$ cat src/design/huffman_code_builder_top_defines.svh
// Assertion macros shared by the code builder modules.
`ifndef HUFFMAN_CODE_BUILDER_TOP_DEFINES_SVH
`define HUFFMAN_CODE_BUILDER_TOP_DEFINES_SVH

// Assert that an antecedent implies a consequent in the same cycle.
`define HCB_ASSERT_IMP(label, clk, rst_n, ante, cons, msg) \
  label: assert property (@(posedge clk) disable iff (!rst_n) (ante) |-> (cons)) \
    else $error(msg);

// Assert that an antecedent implies a consequent in the next cycle.
`define HCB_ASSERT_NEXT(label, clk, rst_n, ante, cons, msg) \
  label: assert property (@(posedge clk) disable iff (!rst_n) (ante) |=> (cons)) \
    else $error(msg);

`endif

$ cat src/design/hcb_pkg.sv
package hcb_pkg;

  localparam int unsigned MaxSymbols = 32;
  localparam int unsigned WeightBits = 16;
  localparam int unsigned EntryCount = 2 * MaxSymbols - 1;
  localparam int unsigned IdxW = $clog2(EntryCount);
  localparam int unsigned CntW = $clog2(MaxSymbols + 1);
  localparam int unsigned SumW = WeightBits + $clog2(MaxSymbols);
  localparam int unsigned CodeW = 63;
  localparam int unsigned LenW = 6;
  localparam int unsigned StackDepth = 2 * MaxSymbols;
  localparam int unsigned SpW = $clog2(StackDepth + 1);

  typedef enum logic [3:0] {
    ST_LOAD,
    ST_SCAN_A,
    ST_SCAN_B,
    ST_MERGE,
    ST_SINGLE,
    ST_POP,
    ST_READ,
    ST_VISIT,
    ST_EMIT,
    ST_CLEAR
  } hcb_state_e;

  // Commands from the controller to the datapath.
  typedef struct packed {
    logic load;       // store the accepted request
    logic scan_start; // restart the minimum scan
    logic scan_step;  // examine one entry
    logic take_a;     // retire the first minimum
    logic take_b;     // retire the second minimum
    logic merge;      // write the merged node
    logic init_trav;  // push the root
    logic pop;        // pop the stack top
    logic visit;      // expand or emit the popped entry
    logic single;     // load the single-symbol result
    logic clear;      // end of a set
  } hcb_cmd_t;

  // Status from the datapath to the controller.
  typedef struct packed {
    logic scan_done;
    logic merges_done;
    logic one_symbol;
    logic no_symbol;
    logic is_leaf;
    logic stack_empty;
  } hcb_status_t;

endpackage

$ cat src/design/hcb_ctrl.sv
module hcb_ctrl (
  input  logic                clk_i,
  input  logic                rst_ni,
  input  logic                in_valid_i,
  output logic                in_stall_o,
  input  logic                in_last_symbol_i,
  output logic                out_valid_o,
  input  logic                out_stall_i,
  output hcb_pkg::hcb_cmd_t    cmd_o,
  input  hcb_pkg::hcb_status_t sts_i
);
  import hcb_pkg::*;
  `include "huffman_code_builder_top_defines.svh"

  hcb_state_e state_q, state_d;

  // State register.
  always_ff @(posedge clk_i or negedge rst_ni) begin
    if (!rst_ni) begin
      state_q <= ST_LOAD;
    end else begin
      state_q <= state_d;
    end
  end

  // Next state and commands.
  always_comb begin
    state_d     = state_q;
    cmd_o       = '0;
    in_stall_o  = 1'b1;
    out_valid_o = 1'b0;
    unique case (state_q)
      ST_LOAD: begin
        in_stall_o = 1'b0;
        if (in_valid_i) begin
          cmd_o.load = 1'b1;
          if (in_last_symbol_i) begin
            state_d = ST_CLEAR;
          end
        end
      end
      ST_CLEAR: begin
        // Pick the build path once the final request is stored.
        if (sts_i.no_symbol) begin
          cmd_o.clear = 1'b1;
          state_d = ST_LOAD;
        end else if (sts_i.one_symbol) begin
          cmd_o.single = 1'b1;
          state_d = ST_SINGLE;
        end else begin
          cmd_o.scan_start = 1'b1;
          state_d = ST_SCAN_A;
        end
      end
      ST_SCAN_A: begin
        cmd_o.scan_step = 1'b1;
        if (sts_i.scan_done) begin
          cmd_o.take_a = 1'b1;
          state_d = ST_SCAN_B;
        end
      end
      ST_SCAN_B: begin
        cmd_o.scan_step = 1'b1;
        if (sts_i.scan_done) begin
          cmd_o.take_b = 1'b1;
          state_d = ST_MERGE;
        end
      end
      ST_MERGE: begin
        cmd_o.merge = 1'b1;
        if (sts_i.merges_done) begin
          cmd_o.init_trav = 1'b1;
          state_d = ST_POP;
        end else begin
          cmd_o.scan_start = 1'b1;
          state_d = ST_SCAN_A;
        end
      end
      ST_SINGLE: begin
        out_valid_o = 1'b1;
        if (!out_stall_i) begin
          cmd_o.clear = 1'b1;
          state_d = ST_LOAD;
        end
      end
      ST_POP: begin
        if (sts_i.stack_empty) begin
          cmd_o.clear = 1'b1;
          state_d = ST_LOAD;
        end else begin
          cmd_o.pop = 1'b1;
          state_d = ST_READ;
        end
      end
      ST_READ: begin
        // Memory read latency for the popped entry.
        state_d = ST_VISIT;
      end
      ST_VISIT: begin
        cmd_o.visit = 1'b1;
        state_d = sts_i.is_leaf ? ST_EMIT : ST_POP;
      end
      ST_EMIT: begin
        out_valid_o = 1'b1;
        if (!out_stall_i) begin
          state_d = ST_POP;
        end
      end
      default: state_d = ST_LOAD;
    endcase
  end

  `HCB_ASSERT_IMP(a_out_not_loading, clk_i, rst_ni, out_valid_o, in_stall_o,
    "result offered while loading")
  `HCB_ASSERT_NEXT(a_emit_holds, clk_i, rst_ni, out_valid_o && out_stall_i,
    out_valid_o, "result dropped under stall")
  `HCB_ASSERT_IMP(a_one_take, clk_i, rst_ni, cmd_o.take_a, !cmd_o.take_b,
    "two minima retired at once")
endmodule

$ cat config.mk
export PLATFORM = sky130hd
export DESIGN_NAME = hcb_ctrl
export DESIGN_NICKNAME = d
export VERILOG_FILES = /design/src/design/hcb_pkg.sv /design/src/design/hcb_ctrl.sv
export VERILOG_INCLUDE_DIRS = /design/src /design/src/design
export SDC_FILE = /design/constraint.sdc
export NUM_CORES = 1
export LEC_CHECK = 0
export ABC_AREA = 1
export BUFFER_PORTS_ARGS = -buffer_cell sky130_fd_sc_hd__buf_2
export CORE_AREA = 8 8 45 47
export DETAILED_ROUTE_END_ITERATION = 10
export DIE_AREA = 0 0 53 55
export PLACE_DENSITY = 0.67
export SYNTH_ARGS = -nofsm -noshare
export SYNTH_HDL_FRONTEND = slang
export SYNTH_SLANG_ARGS = --single-unit
$ cat constraint.sdc
create_clock -name clk_i -period 1.7 [get_ports clk_i]
set_input_delay 0.085 -clock clk_i [delete_from_list [all_inputs] [get_ports clk_i]]
set_output_delay 0.085 -clock clk_i [all_outputs]
set_load 0.01 [all_outputs]
==> results of run 1 <==
==> worst register-to-register path: stages (launching register included) <==
cell,delay [ps]
dfrtp_1,440
nor2_2,280
nand2_2,110
nand2_2,70
nand2_1,50
nand2_1,70
nor2_2,50
nand2_1,60
nand2_1,50
==> cell usage in the layout, fill, tap and decap left out <==
| master | synthesis | final |
|---|---|---|
| nor2_2 | 5 | 5 |
| inv_2 | 6 | 6 |
| o21ai_0 | 1 | 1 |
| nand3_1 | 10 | 10 |
| buf_2 | 0 | 23 |
| nand2_2 | 6 | 6 |
| clkbuf_4 | 0 | 3 |
| dfrtp_1 | 4 | 4 |
| dlygate4sd3_1 | 0 | 1 |
| inv_1 | 13 | 13 |
| o211ai_1 | 1 | 1 |
| nor3_1 | 1 | 1 |
| nor2_1 | 8 | 8 |
| nand2_1 | 28 | 28 |
| nor2_4 | 3 | 3 |
==> power by group through the flow <==
| stage | Clock (µW) | Combinational [µW] | Sequential, µW |
|---|---|---|---|
| 6_report | 116 | 634 | 194 |
| 5_1_grt | 125 | 719 | 198 |
| 4_1_cts | 118 | 641 | 195 |
| 3_5_place_dp | 0 | 637 | 196 |
| 3_3_place_gp | 0 | 641 | 194 |
| 2_1_floorplan | 0 | 463 | 187 |
==> Yosys cell counts (all sizes together) <==
master,instances,area share (%)
nand2,34,30
inv,19,15
nor2,16,20
nand3,10,10
dfrtp,4,21
nor3,1,1.0
o211ai,1,1.6
o21ai,1,1.0
==> cells by family after synthesis <==
logic type	count (synthesis)	share of synthesized area, %
AO/OA/AOI/OAI	2	2.62
buffers and inverters	19	15.0
flip-flops	4	21.0
AND/OR/NAND/NOR	61	61.4
==> worst paths after layout <==
kind	from	to	slack (ps)	cells after the start
max	state_q[1]	cmd_o[0]	230	4
min	out_stall_i	state_q[3]	150	3
max reg2reg	state_q[1]	state_q[1]	410	8
min reg2reg	state_q[2]	state_q[3]	670	3
max in group asynchronous	rst_ni	state_q[2]	1400	2
min in group asynchronous	rst_ni	state_q[0]	190	2
==> layer usage <==
metal	GRT usage, %	vias to the layer above
met3	1.34	0
met4	1.29	0
li1	-	309
met5	0	-
met1	10.8	243
met2	17.8	14
==> stage by stage <==
stage / instance area, µm² / hold WS (ps) / power (µW) / utilization (%) / worst slack (ps)
2_1_floorplan: 477 / -211 / 651 / - / 502
3_3_place_gp: 612 / -109 / 835 / 44.2 / 456
3_5_place_dp: 612 / -109 / 832 / 44.2 / 432
4_1_cts: 644 / 150 / 954 / 46.6 / 238
5_1_grt: 644 / 176 / 1040 / 46.6 / 114
6_report: 644 / 147 / 944 / 46.6 / 234
==> timing repair <==
item                                    4_1_cts  5_1_grt
endpoints found under the hold margin         4        0
setup buffers                                 0        0
endpoints found under the setup margin        0        0
hold buffers                                  1        0
==> area by class of cell <==
| class | count | area (µm²) |
|---|---|---|
| well taps | 16 | 20.0 |
| flip-flops and latches | 4 | 100 |
| clock buffers | 3 | 22.5 |
| multi-input cells | 63 | 305 |
| inverters | 19 | 71.3 |
| fillers | 149 | 739 |
| repair buffers | 24 | 125 |
==> results.md, run 1 <==
* Status: completed
* Placeable Area at 1380 µm²
* DRC Markers at 0
* Top Ports at 24
* Worst Path Arrival at approximately 1400 ps
* Worst path cell trace: nor2_2 -> nand2_2 -> o211ai_1 -> buf_2
* Setup crit start kind: register
* Largest registers: state_q: 4 flops
* Htree depth at 1
* Worst EP required at 1620 ps
* Layout Nets at 126
* Crit-path leading delay family: flip-flops
* Vias at 566
* F_max at ~0.68 GHz
* First-pass DRT Iterations at 4
* Net Sw Power at slightly above 500 µW
* Grt total ovfl at 0
* CP max stage delay at 440 ps
* Tcrit/Tclk final at 86.3%
* Insertion delay of the later-clocked pin in the worst-skew pair at ~230 ps
* Critical path class: register to output pin
* Synth Area per Inst at roughly 5.5 µm²
* Hold Crit Class: input port to register
* WL met3 at approximately 57 µm
* M1 WL at around 570 µm
* Antenna cells at 0
* Largest net degree at the start of global routing at 7
* Synthesized Nets at just under 100
* Cell Rows at 14
* Reg clk slew, reported paths at around 40 ps
* Layout Cells excl Fill at ~130
* Die width at between 50 and 60 µm
* LEAKAGE at between 0.0004 and 0.0005 µW
* Crit path time final at roughly 1500 ps
* Clock tree sinks at 4
* Synth Cell Area at around 480 µm²
* Clk pwr share at around an eighth
* Sequential fraction of the synthesis area at 21.0%
* Initial cell density of the core at roughly a third
* Max Cap Viol at 0
* TritonCTS clock tree: yes
* Logic pwr share at between 60% and 70%
* Synth unique cells at 12
* Routed len/inst at 10.0 µm
* Final wirelength at approximately 1300 µm
* Area growth syn-to-layout at 35.2%
* Sequential share of power at 20.5%
* Drt first-iter violations at 14
* P_int at 434 µW
* Fraction of layout cells with a size suffix above 1 at slightly above 40%
* Post-cts sizing count at 0
* Placer congestion estimate at roughly 0.85
* Worst path slowest cell: dfrtp_1
* Slew of the pin with the lowest slew margin at around 270 ps
* Placed insts at around 130
* CTS Buffer Depth at 2
* Crit path max fanout at 6
* RSZ-0062 raised after global routing: no
* Max rail drop VDD at roughly 0.00068 V
* Buffers on Ports at 23
* Clock Skews at between 2 and 3 ps
* Switching Share at 54.0%
* Post-synthesis sequential element count at 4
* Global-route wire length before repair at 2180 µm
* Dpl hpwl at 1110 µm
* Vias in the first global route at ~540
* Die height at roughly 55 µm
* Setup_tns at 0 ps
* Full die area at ~3000 µm²
* Initial antenna violation count at 0
* Synth Instances at 86
* Post-route antenna net violation count at 0
* Max reg flops at 4
* Wire length on met2 at 671 µm
* Crit. End Element: output pin
* Total CTS buffers at 3
* Final slew viol count at 0
* Vias per inst at between 4 and 5
* Hold Violations, Final at 0
* Synth warn at 0
* Power Density at roughly 1500 nW/µm²
* Worst path buffer plus inverter count at 1
* Biggest register: state_q
* Rel. slew slack at between 80% and 90%
* # setup viols final at 0
* Max layer used: met3
* Total track usage at under 10%
* Root buffer cell: clkbuf_4
Power figures use the tool's default switching activity.
==> inputs of run 2 (changes only) <==
--- a/config.mk
+++ b/config.mk
@@ -11,7 +11,8 @@
 export CORE_AREA = 8 8 45 47
 export DETAILED_ROUTE_END_ITERATION = 10
 export DIE_AREA = 0 0 53 55
-export PLACE_DENSITY = 0.67
+export GPL_TIMING_DRIVEN = 0
+export PLACE_DENSITY = 0.65
 export SYNTH_ARGS = -nofsm -noshare
 export SYNTH_HDL_FRONTEND = slang
 export SYNTH_SLANG_ARGS = --single-unit
==> constraint.sdc (replaced) <==
create_clock -name clk_i -period 1.5 [get_ports clk_i]
set_input_delay 0.075 -clock clk_i [delete_from_list [all_inputs] [get_ports clk_i]]
set_output_delay 0.075 -clock clk_i [all_outputs]
set_load 0.01 [all_outputs]
==> results.md, run 2 (synthesis results as in run 1) <==
* Crit path launch: state_q[3] (was state_q[1])
* Area growth syn-to-layout at 36.5% (was 35.2%)
* Clock Skews at 0.122 ps (was 2.58 ps)
* Htree depth at 1 (unchanged)
* Largest registers: state_q: 4 flops (unchanged)
* Placeable Area at 1380 µm² (unchanged)
* Crit path time final at around 1400 ps
* Worst path cell trace: inv_2 -> nand2_1 -> nor2_2 -> inv_1 -> o21ai_0 -> buf_2 (was nor2_2 -> nand2_2 -> o211ai_1 -> buf_2)
* Crit path max fanout at 4 (was 6)
* Tcrit/Tclk final at between 90% and 100%
* Top Ports at 24 (unchanged)
* Register area at 101 µm² (was 100 µm²)
* Status: completed (unchanged)
* Full die area at 2920 µm² (unchanged)
* Biggest register: state_q (unchanged)
* Clk pwr share at 11.8% (was 12.3%)
* Most frequent cells in the layout: nand2_1, buf_2, inv_1, nand3_1, nor2_1 (unchanged)
* # setup viols final at 0 (unchanged)
* CTS Buffer Depth at 2 (unchanged)
* Max reg flops at 4 (unchanged)
* Initial antenna violation count at 0 (unchanged)
* Antenna cells at 0 (unchanged)
* Max rail drop VDD at 0.000705 V (was 0.000678 V)
* Rel. slew slack at 85.0% (was 81.9%)
* Buffers on Ports at 23 (unchanged)
* Worst Path Arrival at 1290 ps (was 1380 ps)
* Area of the multi-input gates at 310 µm² (was 305 µm²)
* Post-route antenna net violation count at 0 (unchanged)
* Logic pwr share at 67.4% (was 67.1%)
* First-pass DRT Iterations at 4 (unchanged)
* Fraction of layout cells with a size suffix above 1 at 41.6% (was 40.7%)
* CP max stage delay at 430 ps (was 440 ps)
* Drt first-iter violations at 11 (was 14)
* Die width at 53 µm (unchanged)
* Die height at 55 µm (unchanged)
* Crit-path leading delay family: flip-flops (unchanged)
* Start of the worst register-to-register path: state_q[1] (unchanged)
* Total track usage at 9.20% (was 9.30%)
* Layout Nets at 126 (unchanged)
* Worst EP required at 1420 ps (was 1620 ps)
* Max Cap Viol at 0 (unchanged)
* Routed len/inst at 9.88 µm (was 10.0 µm)
* Final slew viol count at 0 (unchanged)
* LEAKAGE at 0.000448 µW (about the same)
* DRC Markers at 0 (unchanged)
* Placer congestion estimate at 0.828 (was 0.853)
* Slew of the pin with the lowest slew margin at 225 ps (was 272 ps)
* Commonest non-fill, non-tap cell in the layout: nand2_1 (unchanged)
* Worst path slowest cell: dfrtp_1 (unchanged)
* Root buffer cell: clkbuf_4 (unchanged)
* Total CTS buffers at 3 (unchanged)
* Crit. End Element: output pin (unchanged)
* Dpl hpwl at 1060 µm (was 1110 µm)
* Grt total ovfl at 0 (unchanged)
* Vias at 574 (was 566)
* Switching Share at 53.9% (was 54.0%)
* Cell Rows at 14 (unchanged)
* Critical path class: register to output pin (unchanged)
* Power Density at 1670 nW/µm² (was 1470 nW/µm²)
* Fill count at 165 (was 149)
* Largest net degree at the start of global routing at 7 (unchanged)
* Power Total at 1080 µW (was 944 µW)
* F_max at around 0.73 GHz
* Setup_tns at 0 ps (unchanged)
* Setup crit start kind: register (unchanged)
* Initial cell density of the core at 34.4% (unchanged)
* Worst path buffer plus inverter count at 3 (was 1)
* P_int at 500 µW (was 434 µW)
* TritonCTS clock tree: yes (unchanged)
* HP Start: out_stall_i (unchanged)
* RSZ-0062 raised after global routing: no (unchanged)
* Hold Crit Class: input port to register (unchanged)
* Reg clk slew, reported paths at 40 ps (about the same)
* Net Sw Power at 585 µW (was 510 µW)
* Insertion delay of the later-clocked pin in the worst-skew pair at 230 ps (about the same)
* Final wirelength at 1280 µm (was 1300 µm)
* Sequential share of power at 20.8% (was 20.5%)
* Vias in the first global route at 519 (was 544)
* Clock tree sinks at 4 (unchanged)
* Global-route wire length before repair at 2030 µm (was 2180 µm)
* Vias per inst at 4.45 (was 4.39)
* Hold Violations, Final at 0 (unchanged)
## run 2: cell counts in the layout (fill, tap and decap cells not counted)
No cell type changed its count.
## run 2: path summary, 6_finish.rpt
path                         endpoint  cells past startpoint  slack [ps]
hold / removal             state_q[2]                      3         140
min in group asynchronous  state_q[0]                      2         180
hold reg to reg            state_q[3]                      3         660
setup reg to reg           state_q[1]                      9         270
setup / recovery             cmd_o[9]                      6         130
max in group asynchronous  state_q[1]                      2        1200
## run 2: final cells by class
class                   count  area share [%]
repair buffers             24            19.2
well taps                  16            3.08
clock buffers               3            3.46
multi-input cells          63            47.7
inverters                  19            11.0
flip-flops and latches      4            15.6
## run 2: worst register-to-register path, delay by kind of cell (launching register included)
family | cells | cell delay, ps
DFF | 1 | 420
buffers and inverters | 2 | 130
and+or+nand+nor | 7 | 560
## run 2: metal layers
metal	vias up	wire length, µm	track usage (%)
met1	253	557	9.94
li1	309	-	-
met2	12	653	15.4
met3	0	64	2.41
met5	-	0	0
met4	0	0	6.47
## run 2: through the flow
stage | setup slack (ps) | instances | hold WS, ps | util [%] | instance area, µm²
2_1_floorplan | 302 | 86 | -221 | - | 477
3_3_place_gp | 212 | 125 | -120 | 44.2 | 612
3_5_place_dp | 212 | 125 | -118 | 44.2 | 612
4_1_cts | 47.2 | 129 | 129 | 46.6 | 644
5_1_grt | 9.82 | 129 | 146 | 47.0 | 651
6_report | 131 | 129 | 138 | 47.0 | 651
## run 2: power groups by stage
| stage | combinational (µW) | clock [µW] | sequential [µW] |
|---|---|---|---|
| 2_1_floorplan | 525 | 0 | 212 |
| 3_3_place_gp | 725 | 0 | 217 |
| 3_5_place_dp | 724 | 0 | 217 |
| 4_1_cts | 730 | 133 | 217 |
| 5_1_grt | 824 | 136 | 237 |
| 6_report | 731 | 128 | 226 |
## run 2: timing repair
action                                  in CTS  in global routing
hold endpoints to repair                     4                  0
gates resized for setup                      0                  2
setup buffers                                0                  0
hold buffers                                 1                  0
endpoints found under the setup margin       0                  2
